<file path="config.mk">
export PLATFORM = sky130hd
export DESIGN_NAME = csf_cell
export DESIGN_NICKNAME = d
export VERILOG_FILES = /design/src/hw/rtl/caseless_substring_find_wrap_assert.svh /design/src/hw/rtl/csf_pkg.sv /design/src/hw/rtl/csf_cell.sv
export SDC_FILE = /design/constraint.sdc
export NUM_CORES = 1
export LEC_CHECK = 0
export ABC_AREA = 1
export BUFFER_PORTS_ARGS = -buffer_cell sky130_fd_sc_hd__buf_2
export CORE_MARGIN = 3
export CORE_UTILIZATION = 40
export DETAILED_ROUTE_END_ITERATION = 10
export GPL_ROUTABILITY_DRIVEN = 1
export GPL_TIMING_DRIVEN = 0
export PLACE_DENSITY = 0.82
export SETUP_SLACK_MARGIN = 0.3
export SLEW_MARGIN = 20
export SYNTH_ARGS = -nofsm -noshare
export SYNTH_HDL_FRONTEND = slang
export SYNTH_SLANG_ARGS = --single-unit
</file>
<file path="constraint.sdc">
create_clock -name clk_i -period 1.3 [get_ports clk_i]
set_input_delay 0.26 -clock clk_i [delete_from_list [all_inputs] [get_ports clk_i]]
set_output_delay 0.26 -clock clk_i [all_outputs]
set_load 0.02 [all_outputs]
</file>
<file path="src/hw/rtl/caseless_substring_find_wrap_assert.svh">
// Assertion macros used by the top-level RTL file.
`ifndef CASELESS_SUBSTRING_FIND_WRAP_ASSERT_SVH
`define CASELESS_SUBSTRING_FIND_WRAP_ASSERT_SVH
`ifndef NO_ASSERTIONS
`define CSF_ASSERT(lbl, prop, msg) \
  lbl: assert property (@(posedge clk_i) disable iff (!rst_ni) prop) else $error(msg);
`define CSF_ASSERT_ALWAYS(lbl, prop, msg) \
  lbl: assert property (@(posedge clk_i) prop) else $error(msg);
`else
`define CSF_ASSERT(lbl, prop, msg)
`define CSF_ASSERT_ALWAYS(lbl, prop, msg)
`endif
`endif

</file>
<file path="src/hw/rtl/csf_pkg.sv">
package csf_pkg;

  localparam int TEXT_DEPTH = 4096;
  localparam int QUERY_MAX  = 32;
  localparam int AW  = (TEXT_DEPTH > 1) ? $clog2(TEXT_DEPTH) : 1;
  localparam int CW  = $clog2(TEXT_DEPTH + 1);
  localparam int QIW = (QUERY_MAX > 1) ? $clog2(QUERY_MAX) : 1;

  localparam int OFS_W  = 12;
  localparam int QLEN_W = 6;
  localparam int CFG_W  = 64;
  localparam int CIDX_W = 3;

  localparam logic [CIDX_W-1:0] CFG_QCHARS_LOW      = 3'd0;
  localparam logic [CIDX_W-1:0] CFG_QCHARS_MID_LOW  = 3'd1;
  localparam logic [CIDX_W-1:0] CFG_QCHARS_MID_HIGH = 3'd2;
  localparam logic [CIDX_W-1:0] CFG_QCHARS_HIGH     = 3'd3;
  localparam logic [CIDX_W-1:0] CFG_QLEN            = 3'd4;

  localparam logic ACT_LOAD   = 1'b0;
  localparam logic ACT_SEARCH = 1'b1;
  localparam logic DIR_FWD    = 1'b0;
  localparam logic DIR_BACK   = 1'b1;

  typedef enum logic [1:0] {
    ST_IDLE,
    ST_SCAN,
    ST_DRAIN,
    ST_FINISH
  } csf_state_e;

  typedef struct packed {
    logic       shift;
    logic       care;
    logic [7:0] qchar;
  } csf_cell_ctl_t;

  function automatic logic [7:0] fold(input logic [7:0] c);
    logic [7:0] r;
    r = c;
    if (c >= 8'h41 && c <= 8'h5A) begin
      r = c + 8'h20;
    end
    return r;
  endfunction

endpackage

</file>
<file path="src/hw/rtl/csf_cell.sv">
module csf_cell (
  input  logic                   clk_i,
  input  csf_pkg::csf_cell_ctl_t ctl_i,
  input  logic [7:0]             byte_i,
  output logic [7:0]             byte_o,
  output logic                   hit_o
);

  logic [7:0] byte_q;

  always_ff @(posedge clk_i) begin
    if (ctl_i.shift) begin
      byte_q <= byte_i;
    end
  end

  assign byte_o = byte_q;
  // cells past the query length always agree
  assign hit_o  = !ctl_i.care || (csf_pkg::fold(byte_q) == csf_pkg::fold(ctl_i.qchar));

endmodule

</file>
Yosys cells after proc, flatten, opt, wreduce, memory -nomap -nowiden:

Cells that the tools add are included.

* $lt $le $gt $ge: 4
* muxes and demuxes: 2
* reduce and logical (&&, ||, !) cells: 4
* eq/ne operators: 1
* add/subtract/negate cells: 2

Operator list (number)
* $add A8 B6 Y8 const B: 2
* $ge A8 B7 Y1 const B: 2
* $le A8 B7 Y1 const B: 2
* $mux W8: 2
* $eq A8 B8 Y1: 1
* $logic_and A1 B1 Y1: 2
* $logic_not A1 Y1: 1
* $logic_or A1 B1 Y1: 1

* input bits: 19
* bits in registers: 8
* logic and storage cells: 14
* output and inout bits: 9

Longest topological paths before layout:

* depth in word-level cells: 5
* gate-level depth with buffers: 11
* gate-level depth less buffers: 11

Worst setup path before layout:

OpenSTA, ideal clock, no wires.

* path type: reg-to-output
* start point: reg byte_q[7] (netlist: byte_o[7])
* end point: out hit_o
* path buffers: 0
* data required time: 1.040 ns
* stages on the path, launching flop included: 12
* setup slack: -0.378 ns
* arrival: 1.418 ns
* path through: edfxtp_1 -> inv_2 -> nand2_2 -> nor2_2 -> nand2_1 -> nor2_2 -> nor2_1 -> nand2_1 -> nand2_1 -> nor2_1 -> nand3_1 -> nand2_1

* word-level cells in the longest chain between the ends: 5
* elaborated cells between the ends (all ways): 7
* classes of those cells: add/sub (1); order compare (2); eq/ne (1); mux (1); reduce/logical (2)

Ends and longest elaborated chain
* start: declaration: RTL line csf_cell.sv:9 `logic [7:0] byte_q;`
* start signal: assignment: RTL line csf_cell.sv:13 `byte_q <= byte_i;`
* $ge A8 B7 Y1 / $le A8 B7 Y1 (equally long branches): RTL line csf_pkg.sv:41 `if (c >= 8'h41 && c <= 8'h5A) begin`
* $logic_and A1 B1 Y1: RTL line csf_pkg.sv:41
* $mux W8 (*): RTL line csf_pkg.sv:41
* $eq A8 B8 Y1 (*): RTL line csf_cell.sv:19 `assign hit_o = !ctl_i.care || (csf_pkg::fold(byte_q) == csf_pkg::fold(ctl_i.qchar));`
* $logic_or A1 B1 Y1 (*): RTL line csf_cell.sv:19
* end: declaration: RTL line csf_cell.sv:6 `output logic hit_o`

Mark *: on every way between the ends. The rest lies on a longest branch, timed or not.

Worst setup path after layout:

* start point: reg byte_q[1] (netlist: byte_o[1])
* end point: out hit_o

Same word-level chain as after synthesis.

==> flow_metrics.py <==
metrics = {
    "outcome": {
        "status": "finished, violations left",
        "violations": "setup timing",
    },
    "sta": {
        "fin_crit_sh_pct": 153,
        "max_slew_margin_pct": 84.7,
        "rsz0062_at_grt": "true",
        "fmax_mhz": 503,
        "worst_pin_slew_ns": 0.228,
        "finalHoldViolations": 0,
        "setup_ws_ns": -0.690,
        "fin_tns_setup_ns": -0.820,
        "period_minus_slack_ns": 1.99,
        "setup_violations": 3,
        "slew_viol_final": 0,
    },
    "drt": {
        "avgViaCountPerCell": 4.64,
        "routed_wl_um": 1590,
        "drtIter0Drc": 8,
        "num_vias": 682,
        "wire_per_inst_um": 10.8,
        "post-route-drc-count": 0,
        "dr.pass1.iters": 4,
        "postRouteAntennaNets": 0,
    },
    "cells_and_area": {
        "multi_input_area_um2": 355,
        "drive_gt1_share_pct": 43.9,
        "area_growth_syn_to_layout_pct": 61.4,
        "fillers": 102,
        "diodes": 0,
        "largest_reg_flops": 8,
        "finalInstanceArea_um2": 993,
        "final_cell_mix": "33 x nand2_1, 18 x buf_2, 13 x buf_6",
        "final_nets": 155,
        "regArea_um2": 240,
        "final_common_cell": "nand2_1",
    },
    "setup_path": {
        "crit_fanout": 5,
        "crit_chain": "nand2_1 -> nand2_1 -> nand2_2 -> nand2_2 -> nor2_4 -> nand2_1 -> nand2_1 -> nand2_1 -> nand2_1 -> nand3_1 -> nand2_2 -> buf_6",
        "critPathKind": "register to output port",
        "cp_common_cell": "nand2_1",
        "cp_slowest_stage_delay_ns": 0.45,
        "required_ns": 1.04,
        "start_kind": "register",
        "crit_family": "simple AND/OR/NAND/NOR gates",
        "cp_num_buf_inv": 1,
        "critical_path_depth": 12,
        "arrival_ns": 1.73,
        "cp-end-kind": "output port",
        "slowest_stage": "edfxtp_1",
    },
    "worst_hold_path": {
        "hold_depth": 1,
        "hold_path_class": "input pin to register",
        "hp-start": "byte_i[1]",
        "hold_end": "byte_o[1]$_DFFE_PP_",
    },
    "clocking": {
        "numCtsBuffers": 3,
        "cts_hold_buf": 0,
        "path_clk_slew_ns": 0.05,
        "clk_root_buffer_cell": "clkbuf_4",
        "clockBufferDepth": 2,
        "cts.sinks": 8,
        "cts_tree": "yes",
        "cts_htree_levels": 1,
    },
    "floorplanning": {
        "coreArea_um2": 1370,
        "die_w_um": 45.2,
        "fp-row-count": 13,
        "io_pins": 28,
        "start_util_pct": 45.1,
        "die_h_um": 45.2,
        "die_area_um2": 2050,
    },
    "global_routing": {
        "grt_max_degree": 9,
        "grt_pass1_wl_um": 2320,
        "grt_pass1_vias": 616,
        "overflow": 0,
        "antenna_found_initial": 0,
        "grt_usage_pct": 15.8,
    },
    "synth": {
        "syn-instance-count": 89,
        "synth-seq-cells": 8,
        "ys_types": 15,
        "synth_seq_area_share_pct": 39.0,
        "synth_area_um2": 616,
        "yosys_warnings": 0,
        "syn_avg_cell_area_um2": 6.92,
        "syn_nets": 110,
    },
    "placement": {
        "dpl_cell_area_um2": 772,
        "place_congestion": 0.710,
        "io_buffers": 27,
        "dpl.hpwl_um": 972,
        "pre_cts_slack_ns": -0.446,
    },
    "pwr": {
        "ir_worst_vdd_uv": 617,
        "powerDensity_nw_per_um2": 819,
        "p_leak_nw": 0.519,
        "p_total_w": 0.000814,
    },
    "flow_run": {
        "maxCapViolations": 0,
    },
}
==> worst max-delay path by stage <==
| stage | slack [ns] | from | to |
|---|---|---|---|
| 6_report | -0.69 | byte_o[1]$_DFFE_PP_ | hit_o |
| 2_1_floorplan | -0.35 | byte_o[7]$_DFFE_PP_ | hit_o |
| 4_1_cts | -0.63 | byte_o[4]$_DFFE_PP_ | hit_o |
| 3_3_place_gp | -0.39 | byte_o[7]$_DFFE_PP_ | hit_o |
| 5_1_grt | -0.81 | byte_o[4]$_DFFE_PP_ | hit_o |
| 3_5_place_dp | -0.45 | byte_o[7]$_DFFE_PP_ | hit_o |
==> cells in the mapped netlist <==
library cell   n  area share, %
inv_1         11            6.7
clkinv_1       1           0.61
xnor2_1        3            4.3
inv_2          2            1.2
xor2_1         1            1.4
o21ai_0        2            1.6
nor2_2         3            3.0
nand3_1        5            4.1
nand2_1       36             22
nand2_2        1            1.0
edfxtp_1       8             39
nand4_1        1            1.0
ha_1           2            4.1
nor2_1        12            7.3
nor3_4         1            2.6
==> power by group <==
part | leakage (nW) | internal (W) | switching, W
sequential | 0.0783 | 0.000309 | 0.0000259
combinational | 0.427 | 0.000154 | 0.000150
clock | 0.0138 | 0.000105 | 0.0000700
==> metal layers <==
metal  track usage (%)  part of all wire, %  routed length (um)
met5                 0                    0                   0
met2              27.1                   53                 841
met1              18.3                   41                 647
met4              8.77                  1.1                  17
met3              2.79                  5.2                  82
==> timing repair <==
item | 4_1_cts | 5_1_grt
pin swaps | 3 | 5
resized for setup | 24 | 7
setup buffers | 7 | 6
endpoints found under the setup margin | 9 | 9
==> per-stage QoR <==
step	utilization, %	hold slack, ns	cells
global placement	56.5	0.436	131
finish	72.7	0.188	147
CTS	67.5	0.177	141
global route	72.7	0.165	147
floorplan	-	0.359	89
detailed placement	56.5	0.438	131
==> area by class of cell <==
type / instances / share of cell area [%]
timing repair buffer: 40 / 30.6
multi-input combinational: 67 / 35.8
sequential: 8 / 24.2
tap: 15 / 1.89
inverter: 14 / 5.29
clock buffer: 3 / 2.27
==> logic make-up after synthesis <==
| logic type | synth area share, % |
|---|---|
| and+or+nand+nor | 41.1 |
| buffers and inverters | 8.54 |
| DFF | 39.0 |
| xor gates and xnor gates | 5.69 |
| AOI/OAI and AO/OA | 1.63 |
| adders and majority gates | 4.06 |
Note: power is estimated with default switching activity, not from simulation.
